File: src/rtl/core/mse_pkg.sv
// Shared types and constants for the multi-stack engine.
// Holds the status codes, operation codes, controller states and the command/status
// structs between the controller and the datapath. No dependencies.
package mse_pkg;

	localparam int COUNT_W  = 4;
	localparam int INDEX_W  = 3;
	localparam int VALUE_W  = 32;
	localparam int STATUS_W = 2;
	localparam int IUSER_W  = 1 + INDEX_W;

	localparam logic MODE_PUSH = 1'b0;
	localparam logic MODE_POP  = 1'b1;

	typedef enum logic [STATUS_W-1:0] {
		ST_OK        = 2'd0,
		ST_OVERFLOW  = 2'd1,
		ST_UNDERFLOW = 2'd2,
		ST_BAD_INDEX = 2'd3
	} status_t;

	typedef enum logic [3:0] {
		S_IDLE = 4'b0001,
		S_EVAL = 4'b0010,
		S_READ = 4'b0100,
		S_OUT  = 4'b1000
	} state_t;

	// Commands from the controller to the datapath.
	typedef struct packed {
		logic load;
		logic eval;
		logic grab;
	} ctrl_cmd_t;

	// Status from the datapath to the controller.
	typedef struct packed {
		logic rd_pend;
	} dp_stat_t;

endpackage

File: src/rtl/core/mse_ram.sv
// Generic single-port RAM with registered read data.
// Parameters give the word width and the depth. No dependencies.
module mse_ram #(
	parameter int WIDTH = 32,
	parameter int DEPTH = 128
) (
	input  logic                     clk,
	input  logic                     we,
	input  logic                     re,
	input  logic [$clog2(DEPTH)-1:0] addr,
	input  logic [WIDTH-1:0]         wdata,
	output logic [WIDTH-1:0]         rdata
);

	logic [WIDTH-1:0] mem_q [DEPTH];

	always_ff @(posedge clk) begin
		if (we) begin
			mem_q[addr] <= wdata;
		end
		if (re) begin
			rdata <= mem_q[addr];
		end
	end

endmodule

File: src/rtl/core/mse_ctrl.sv
// Controller state machine of the multi-stack engine.
// Sequences accept, evaluation, memory read and result hand-off. Depends on mse_pkg.
module mse_ctrl (
	input  logic                 clk,
	input  logic                 arst_n,
	input  logic                 s_tvalid,
	output logic                 s_tready,
	output logic                 m_tvalid,
	input  logic                 m_tready,
	input  mse_pkg::dp_stat_t    stat,
	output mse_pkg::ctrl_cmd_t   cmd
);

	import mse_pkg::*;

	state_t state_q;
	state_t state_nxt;

	assign s_tready = (state_q == S_IDLE);
	assign m_tvalid = (state_q == S_OUT);

	assign cmd.load = s_tvalid && (state_q == S_IDLE);
	assign cmd.eval = (state_q == S_EVAL);
	assign cmd.grab = (state_q == S_READ);

	always_comb begin
		state_nxt = state_q;
		unique case (state_q)
			S_IDLE: begin
				if (s_tvalid) begin
					state_nxt = S_EVAL;
				end
			end
			S_EVAL: begin
				// A successful pop waits in S_READ for the registered memory word.
				state_nxt = stat.rd_pend ? S_READ : S_OUT;
			end
			S_READ: begin
				state_nxt = S_OUT;
			end
			S_OUT: begin
				if (m_tready) begin
					state_nxt = S_IDLE;
				end
			end
			default: begin
				state_nxt = S_IDLE;
			end
		endcase
	end

	always_ff @(posedge clk or negedge arst_n) begin
		if (!arst_n) begin
			state_q <= S_IDLE;
		end else begin
			state_q <= state_nxt;
		end
	end

endmodule

File: src/rtl/core/mse_datapath.sv
// Datapath of the multi-stack engine: count and capacity registers, fill counters,
// item and result registers, and the shared stack memory.
// Depends on mse_pkg and mse_ram.
module mse_datapath #(
	parameter int MEMORY_DEPTH = 128,
	parameter int MAX_STACKS   = 8
) (
	input  logic                          clk,
	input  logic                          arst_n,
	input  logic                          cfg_we,
	input  logic [mse_pkg::COUNT_W-1:0]   cfg_wdata,
	input  logic [mse_pkg::VALUE_W-1:0]   s_tdata,
	input  logic [mse_pkg::IUSER_W-1:0]   s_tuser,
	output logic [mse_pkg::VALUE_W-1:0]   m_tdata,
	output logic [mse_pkg::STATUS_W-1:0]  m_tuser,
	input  mse_pkg::ctrl_cmd_t            cmd,
	output mse_pkg::dp_stat_t             stat
);

	import mse_pkg::*;

	localparam int FILL_W  = $clog2(MEMORY_DEPTH + 1);
	localparam int ADDR_W  = $clog2(MEMORY_DEPTH);
	localparam int PROD_W  = FILL_W + INDEX_W;
	localparam int NIDX    = 1 << INDEX_W;
	localparam int NCODE   = 1 << COUNT_W;
	localparam int CNT_LIM = (MAX_STACKS < NCODE - 1) ? MAX_STACKS : NCODE - 1;

	// Capacity for every possible count code, worked out at elaboration.
	logic [FILL_W-1:0] cap_tab [NCODE];

	for (genvar k = 0; k < NCODE; k++) begin : g_cap
		localparam int DIV = (k == 0) ? 1 : k;
		assign cap_tab[k] = FILL_W'(MEMORY_DEPTH / DIV);
	end

	logic [COUNT_W-1:0]  count_q;
	logic [FILL_W-1:0]   cap_q;
	logic [FILL_W-1:0]   fill_q [NIDX];

	logic                mode_q;
	logic [INDEX_W-1:0]  idx_q;
	logic [VALUE_W-1:0]  val_q;

	status_t             status_q;
	logic [VALUE_W-1:0]  pop_val_q;

	logic [COUNT_W-1:0]  count_new;
	logic                idx_ok;
	logic [FILL_W-1:0]   fill;
	logic                push_ok;
	logic                pop_ok;
	logic [FILL_W-1:0]   offset;
	logic [PROD_W-1:0]   base;
	logic [PROD_W-1:0]   addr_full;
	logic [ADDR_W-1:0]   addr;
	logic                mem_we;
	logic                mem_re;
	logic [VALUE_W-1:0]  mem_rdata;
	status_t             status;

	// Saturate the written count into 1..CNT_LIM.
	always_comb begin
		count_new = cfg_wdata;
		if (cfg_wdata == '0) begin
			count_new = COUNT_W'(1);
		end else if (cfg_wdata > COUNT_W'(CNT_LIM)) begin
			count_new = COUNT_W'(CNT_LIM);
		end
	end

	assign idx_ok  = (COUNT_W'(idx_q) < count_q) && (32'(idx_q) < MAX_STACKS);
	assign fill    = fill_q[idx_q];
	assign push_ok = (fill < cap_q);
	assign pop_ok  = (fill != '0);

	assign offset    = (mode_q == MODE_POP) ? fill - FILL_W'(1) : fill;
	assign base      = PROD_W'(idx_q) * PROD_W'(cap_q);
	assign addr_full = base + PROD_W'(offset);
	assign addr      = addr_full[ADDR_W-1:0];

	assign mem_we = cmd.eval && idx_ok && (mode_q == MODE_PUSH) && push_ok;
	assign mem_re = cmd.eval && idx_ok && (mode_q == MODE_POP) && pop_ok;

	assign stat.rd_pend = idx_ok && (mode_q == MODE_POP) && pop_ok;

	always_comb begin
		priority if (!idx_ok) begin
			status = ST_BAD_INDEX;
		end else if (mode_q == MODE_PUSH) begin
			status = push_ok ? ST_OK : ST_OVERFLOW;
		end else begin
			status = pop_ok ? ST_OK : ST_UNDERFLOW;
		end
	end

	always_ff @(posedge clk or negedge arst_n) begin
		if (!arst_n) begin
			count_q <= COUNT_W'(1);
			cap_q   <= FILL_W'(MEMORY_DEPTH);
			for (int i = 0; i < NIDX; i++) begin
				fill_q[i] <= '0;
			end
		end else if (cfg_we) begin
			// A new count empties every stack.
			count_q <= count_new;
			cap_q   <= cap_tab[count_new];
			for (int i = 0; i < NIDX; i++) begin
				fill_q[i] <= '0;
			end
		end else if (mem_we) begin
			fill_q[idx_q] <= fill + FILL_W'(1);
		end else if (mem_re) begin
			fill_q[idx_q] <= fill - FILL_W'(1);
		end
	end

	always_ff @(posedge clk) begin
		if (cmd.load) begin
			mode_q <= s_tuser[0];
			idx_q  <= s_tuser[IUSER_W-1:1];
			val_q  <= s_tdata;
		end
		if (cmd.eval) begin
			status_q  <= status;
			pop_val_q <= '0;
		end
		if (cmd.grab) begin
			pop_val_q <= mem_rdata;
		end
	end

	assign m_tuser = status_q;
	assign m_tdata = pop_val_q;

	mse_ram #(
		.WIDTH (VALUE_W),
		.DEPTH (MEMORY_DEPTH)
	) u_ram (
		.clk   (clk),
		.we    (mem_we),
		.re    (mem_re),
		.addr  (addr),
		.wdata (val_q),
		.rdata (mem_rdata)
	);

endmodule

File: src/rtl/core/multi_stack_engine_core.sv
// Multi-stack engine: equal LIFO stacks sharing one memory, one push or pop per beat.
// A result is presented after the S_EVAL state, and a pop that succeeds also passes through
// S_READ, because the memory read data is registered. The controller takes the next
// beat only once the result has been taken, so one item is in flight at a time.
// Reset is asynchronous: count 1, capacity the whole memory, every stack empty.
module multi_stack_engine_core #(
	parameter int MEMORY_DEPTH = 128,
	parameter int MAX_STACKS   = 8
) (
	input  logic                          clk,
	input  logic                          arst_n,
	input  logic                          cfg_we,
	input  logic [mse_pkg::COUNT_W-1:0]   cfg_wdata,  // stack_count
	input  logic                          s_tvalid,
	output logic                          s_tready,
	input  logic [mse_pkg::VALUE_W-1:0]   s_tdata,    // push_value
	input  logic [mse_pkg::IUSER_W-1:0]   s_tuser,    // mode, stack_index
	output logic                          m_tvalid,
	input  logic                          m_tready,
	output logic [mse_pkg::VALUE_W-1:0]   m_tdata,    // pop_value
	output logic [mse_pkg::STATUS_W-1:0]  m_tuser     // status
);

	import mse_pkg::*;

	ctrl_cmd_t cmd;
	dp_stat_t  stat;

	mse_ctrl u_ctrl (
		.clk      (clk),
		.arst_n   (arst_n),
		.s_tvalid (s_tvalid),
		.s_tready (s_tready),
		.m_tvalid (m_tvalid),
		.m_tready (m_tready),
		.stat     (stat),
		.cmd      (cmd)
	);

	mse_datapath #(
		.MEMORY_DEPTH (MEMORY_DEPTH),
		.MAX_STACKS   (MAX_STACKS)
	) u_dp (
		.clk       (clk),
		.arst_n    (arst_n),
		.cfg_we    (cfg_we),
		.cfg_wdata (cfg_wdata),
		.s_tdata   (s_tdata),
		.s_tuser   (s_tuser),
		.m_tdata   (m_tdata),
		.m_tuser   (m_tuser),
		.cmd       (cmd),
		.stat      (stat)
	);

endmodule

File: config.mk
export PLATFORM = sky130hd
export DESIGN_NAME = multi_stack_engine_core
export DESIGN_NICKNAME = d
export VERILOG_FILES = /design/src/rtl/core/mse_pkg.sv /design/src/rtl/core/mse_ram.sv /design/src/rtl/core/mse_ctrl.sv /design/src/rtl/core/mse_datapath.sv /design/src/rtl/core/multi_stack_engine_core.sv
export SDC_FILE = /design/constraint.sdc
export NUM_CORES = 2
export LEC_CHECK = 0
export ABC_AREA = 1
export BUFFER_PORTS_ARGS = -buffer_cell sky130_fd_sc_hd__buf_2
export CAP_MARGIN = 10
export CORE_MARGIN = 4
export CORE_UTILIZATION = 42
export CTS_BUF_LIST = sky130_fd_sc_hd__clkbuf_4 sky130_fd_sc_hd__clkbuf_8
export DETAILED_ROUTE_END_ITERATION = 7
export MAX_ROUTING_LAYER = met4
export SYNTH_ARGS = -nofsm -noshare
export SYNTH_HDL_FRONTEND = slang
export SYNTH_SLANG_ARGS = --single-unit
File: constraint.sdc
create_clock -name clk -period 7.5 [get_ports clk]
set_input_delay 0.375 -clock clk [delete_from_list [all_inputs] [get_ports clk]]
set_output_delay 0.375 -clock clk [all_outputs]
set_load 0.03 [all_outputs]
# Word level (Yosys, flattened, before mapping)
# Memory sizes are Yosys's and may differ from the RTL's. A register that Yosys moved wholly into a read port is not among the register bits.
# Index checks and enable logic that the tools add are counted.
# totals
ff_bits	142
mem_bits_rw	4096
rom_bits	128
input_bits	45
output_inout_bits	36
elab_cells	74
memories	2
# mem_list
memory	words	word_bits	read_ports	rd_clocked_by_memory_dff	wr	line	rtl
u_dp.u_ram.mem_q	128	32	1	1	1	mse_ram.sv:15	logic [WIDTH-1:0] mem_q [DEPTH];
(no name shown)	16	8	1	1	0	mse_datapath.sv:107	cap_q <= cap_tab[count_new];
# classes
add_sub_neg	3
mul	1
magnitude_cmp	5
n_eq_ne	6
muxes	24
bitwise_logic	3
reduce_logical	15
# ops
operator	n
$mux W64	3
$bwmux W64	2
$mux W32	2
$bmux W8 S3	1
$demux W8 S3	1
$mux W8	3
$mux W4	5
$pmux W4 S4	1
$logic_and A1 B1 Y1	9
$add A8 B1 Y8 const B	1
$lt A8 B8 Y1	1
$mul A3 B8 Y7	1
$reduce_bool A8 Y1	1
$sub A8 B1 Y8 const B	1
$add A7 B7 Y7	1
$mux W7	1
$not A4 Y5	1
$eq A4 B1 Y1 const B	1
$eq A4 B2 Y1 const B	1
$eq A4 B3 Y1 const B	1
$eq A4 B4 Y1 const B	1
$ge A4 B4 Y1 const B	1
$gt A4 B4 Y1 const B	1
$logic_not A4 Y1	1
other kinds (12)	15

# Longest topological paths before layout
# logic_depth
depth_word	9
ltp_mapped	34
depth_no_buf	30

# Modules after synthesis
# A second synthesis with hierarchy kept.
# unflattened
hier_cells	17982
area_unflattened_um2	181754.3
# modules_own_cells
module	instances	cells_each	area_per_inst_um2	seq_area_each_um2
mse_ram	1	17055	173993.1	123958.9
mse_datapath	1	898	7542.2	4006.3
mse_ctrl	1	29	219.0	101.3

# Worst setup path before layout
# Ideal clock, no wire load.
# synth_timing
path_type	register to register
from	register u_dp.idx_q[0]
to	memory u_dp.u_ram.mem_q[104][0] (enable)
setup_time_ns	0.421
arrival_time_ns	5.636
required_time_ns	7.079
path_slack_ns	1.443
path_stages_with_launch	28
n_path_buf	7
period_less_slack_ns	6.057
cell_sequence	edfxtp_1 > buf_6 > inv_4 > buf_2 > nand2_1 > nand2_1 > nand2_1 > nand2_1 > nand2_1 > nand2_1 > inv_1 > buf_2 > ha_1 > inv_1 > xor2_1 > nand2_1 > o21ai_0 > fa_1 > fa_1 > inv_1 > nand3_1 > inv_2 > clkbuf_1 > clkbuf_1 > buf_2 > nand2_4 > buf_6 > nor2_1
# synth_via
elab_chain_cells	8
elab_cells_between_ends	15
cone_classes	add/sub (2); mul (1); order compare (2); mux (6); bitwise (1); reduce/logical (3)
# synth_lines
element	line	rtl
from (decl)	mse_datapath.sv:42	logic [INDEX_W-1:0] idx_q;
from (signal assigned)	mse_datapath.sv:121	idx_q <= s_tuser[IUSER_W-1:1];
parallel branches: the longest is 8 deep, another holds $mul A3 B8 Y7	n/a	
to (decl)	mse_ram.sv:15	
# Parallel ways; which one is timed is not known. The select of a mux whose other input is x is not followed.

# Worst setup path after layout
# layout_timing
from	register u_dp.idx_q[0]
to	register u_dp.u_ram.rdata[18] (read register of u_dp.u_ram.mem_q) (data pin)
# layout_via
elab_chain_cells	7
elab_cells_between_ends	13
cone_classes	add/sub (2); mul (1); order compare (1); mux (4); bitwise (1); reduce/logical (4)
# layout_lines
element	line	rtl
parallel branches: the longest is 7 deep, another holds $mul A3 B8 Y7	n/a	
to (decl)	mse_ram.sv:12	output logic [WIDTH-1:0] rdata
# Parallel ways; which one is timed is not known. The select of a mux whose other input is x is not followed.
# A chain may end at the register's enable or synchronous reset.

==> flow_metrics.tcl <==
set metrics [dict create \
    status "complete, but fails checks" \
    violations "DRC" \
    drive_gt1_share_pct 15.2 \
    power_frac_comb_pct 43.7 \
    p_sw_share_pct 44.2 \
    hp-class "in -> reg" \
    critPathKind "reg -> reg" \
    via_per_inst 5.85 \
    synth_top_area_share_pct 78.3 \
    dp_hpwl_um 303000 \
    p_int_w 0.0471 \
    wl_um 524000 \
    ios 81 \
    slowest_delay_ns 0.70 \
    clockRootBuffer "clkbuf_8" \
    yosysTopAreaCell "edfxtp_1" \
    start_kind "flop" \
    die-height_um 627 \
    finClkSkew_ns 0.0980 \
    clockBufferDepth 4 \
    synth-seq-area-share_pct 79.6 \
    antenna_left 0 \
    tns_ns 0 \
    path_buf_inv 7 \
    seqPwrFrac_pct 33.4 \
    die_w_um 627 \
    place_area_um2 172000 \
    rows 227 \
    power_density_nw_per_um2 455 \
    grt_start_max_net_pins 129 \
    clk_latency_ns 1.23 \
    yosysWarnings 0 \
    clkPwrFrac_pct 22.9 \
    antenna_found_initial 31 \
    syn_to_final_growth_pct 15.4 \
    power.net_switching_w 0.0374 \
    peakVddDrop_v 0.000783 \
    critPathTopFamily "simple AND/OR/NAND/NOR gates" \
    grtUsageTotal_pct 26.7 \
    crit_path_frequent_cell "nand2_1" \
    synth.avg_cell_area_um2 14.7 \
    nets 11900 \
    grt_pass1_vias 97800 \
    finalHoldViolations 0 \
    syn_inst 11000 \
    finalCriticalPeriod_ns 7.21 \
    drc 3 \
    min_period_over_period_pct 96.2 \
    cts_tree "yes" \
    critPathMaxFanout 45 \
    whs_ns 0.176 \
    initial_core_util_pct 42.1 \
    rsz0062_at_grt "no" \
    finalSetupViolCount 0 \
    power_leakage_nw 62.5 \
    grt_pass1_wl_um 732000 \
    cp.arrival_ns 8.18 \
    required_ns 8.47 \
    final_common_cell "edfxtp_1" \
    layout_common_cells "4,198 x edfxtp_1, 3,312 x nand2_1, 694 x clkbuf_8, 549 x nand4_1, 513 x a22oi_1" \
    final_area_um2 186000 \
    tightest_slew_ns 1.32 \
    post_cts_buffers 0 \
    cts_made_buffers 685 \
    synth_nets 11100 \
    drv_cap 0 \
    clock_sinks 4278 \
    coreArea_um2 382000 \
    cp_slowest_cell "fa_1" \
    routedWlPerCell_um 30.1 \
    syn_area_um2 161000 \
    die_area_um2 393000 \
    synthTopCellsByArea "edfxtp_1 78%, nand2_1 7.7%, a22oi_1 2.4%" \
    grt_overflow 0 \
    fmax_mhz 139 \
    relSlewSlack_pct 11.1 \
    io_buffer_count 80 \
    vias 102000 \
    drt_iter0_markers 15900 \
    h-tree-depth 6 \
    slew_viol_final 0 \
    gp_congestion 0.915 \
    synth_cell_type_count 53 \
    end_kind "flop" \
    ys_ff_latch 4278 \
    clkSlewWorstSetupHoldPaths_ns 0.06 \
    first_pass_iters 8 \
]
==> metal layers <==
metal | GRT usage [%] | share of wire (%)
met5 | - | 0
met4 | 10.1 | 4.3
met3 | 5.45 | 12
met2 | 39.9 | 45
met1 | 36.4 | 39
==> stage by stage <==
step / instances / util, % / total power, W / worst slack (ns)
floorplan: 11000 / - / 0.0450 / 1.44
global placement: 16100 / 44.9 / 0.0645 / -0.0179
detailed placement: 16100 / 44.9 / 0.0646 / 0.514
CTS: 17400 / 48.6 / 0.0838 / 0.471
global route: 17400 / 48.6 / 0.0870 / 0.121
finish: 17400 / 48.6 / 0.0845 / 0.286
==> registers in the layout, summed over array words and instances, names as in the netlist <==
name / cells
u_dp.u_ram.mem_q: 4096
u_dp.fill_q: 64
u_dp.m_tdata: 32
u_dp.u_ram.rdata: 32
u_dp.val_q: 32
u_dp.cap_q: 8
u_ctrl.state_q: 4
u_dp.count_q: 4
u_dp.idx_q: 3
u_dp.m_tuser: 2
u_dp.mode_q: 1
==> layout make-up <==
type / instances / area, um2
Antenna cell: 23 / 57.6
Clock buffer: 918 / 11200
Sequential cell: 4278 / 128000
Tap cell: 5038 / 6300
Multi-Input combinational cell: 5925 / 30700
Inverter: 222 / 906
Fill cell: 32200 / 196000
Timing Repair Buffer: 719 / 6660
Clock inverter: 300 / 1810
==> synth_stat cells (all sizes together) <==
library cell and n:
nand4 549, nand2 3325, nor4 1, o221ai 2, o22ai 7, dfstp 3
o31ai 43, a211oi 2, buf 171, edfxtp 4198, fa 9, ha 23
o21bai 1, a221oi 81, xnor2 3, nor2 255, o21ai 297, a21oi 131
nand3b 57, o21a 2, inv 219, clkbuf 387, nand3 269, a21boi 3
and3 12, a22oi 513, o2111ai 30, xor2 13, clkinv 3, o211ai 5
dfrtp 77, a22o 286, nor3 6
==> power by group through the flow <==
stage / combinational, W / clock [W] / sequential (W)
final: 0.0370 / 0.0194 / 0.0282
after global routing: 0.0381 / 0.0207 / 0.0282
after CTS: 0.0361 / 0.0196 / 0.0282
after detailed placement: 0.0359 / 0 / 0.0287
after global placement: 0.0359 / 0 / 0.0287
after floorplan: 0.0155 / 0 / 0.0295
==> worst paths after layout <==
| path | slack, ns | endpoint | start | cells after the start |
|---|---|---|---|---|
| worst max-delay path | 0.29 | u_dp.u_ram.rdata[18]$_DFFE_PP_ | u_dp.idx_q[0]$_DFFE_PP_ | 28 |
| worst min-delay path | 0.18 | u_dp.cap_q[6]$_DFFE_PN0P_ | cfg_wdata[2] | 5 |
| worst max register to register | 0.29 | u_dp.u_ram.rdata[18]$_DFFE_PP_ | u_dp.idx_q[0]$_DFFE_PP_ | 28 |
| worst min register to register | 0.48 | u_dp.fill_q[24]$_DFFE_PN0P_ | u_dp.fill_q[24]$_DFFE_PN0P_ | 2 |
| max in group asynchronous | 6.79 | u_dp.count_q[2]$_DFFE_PN0P_ | arst_n | 4 |
| min in group asynchronous | 0.28 | u_ctrl.state_q[0]$_DFFE_PN1P_ | arst_n | 3 |
==> what timing repair did <==
action | 4_1_cts | 5_1_grt
gates resized for setup | 0 | 0
setup endpoints to repair | 0 | 0
hold endpoints to repair | 231 | 0
hold buffers | 90 | 0
==> worst min-delay path, cell delays in order <==
cell and delay, ns:
dlygate4sd3_1 0.52, buf_2 0.14, inv_1 0.08, nand2_1 0.11, o22ai_1 0.07
==> logic make-up (layout without fill, tap and decap cells) <==
logic type	after synthesis	count (layout)	share of synthesized area [%]
xor gates and xnor gates	16	16	0.0918
AOI/OAI and AO/OA	1403	1403	6.23
adders and majority gates	32	32	0.291
other	0	23	0
buffers and inverters	780	2159	1.98
DFF	4278	4278	79.6
and+or+nand+nor	4474	4474	11.8
Power figures use the tool's default switching activity.
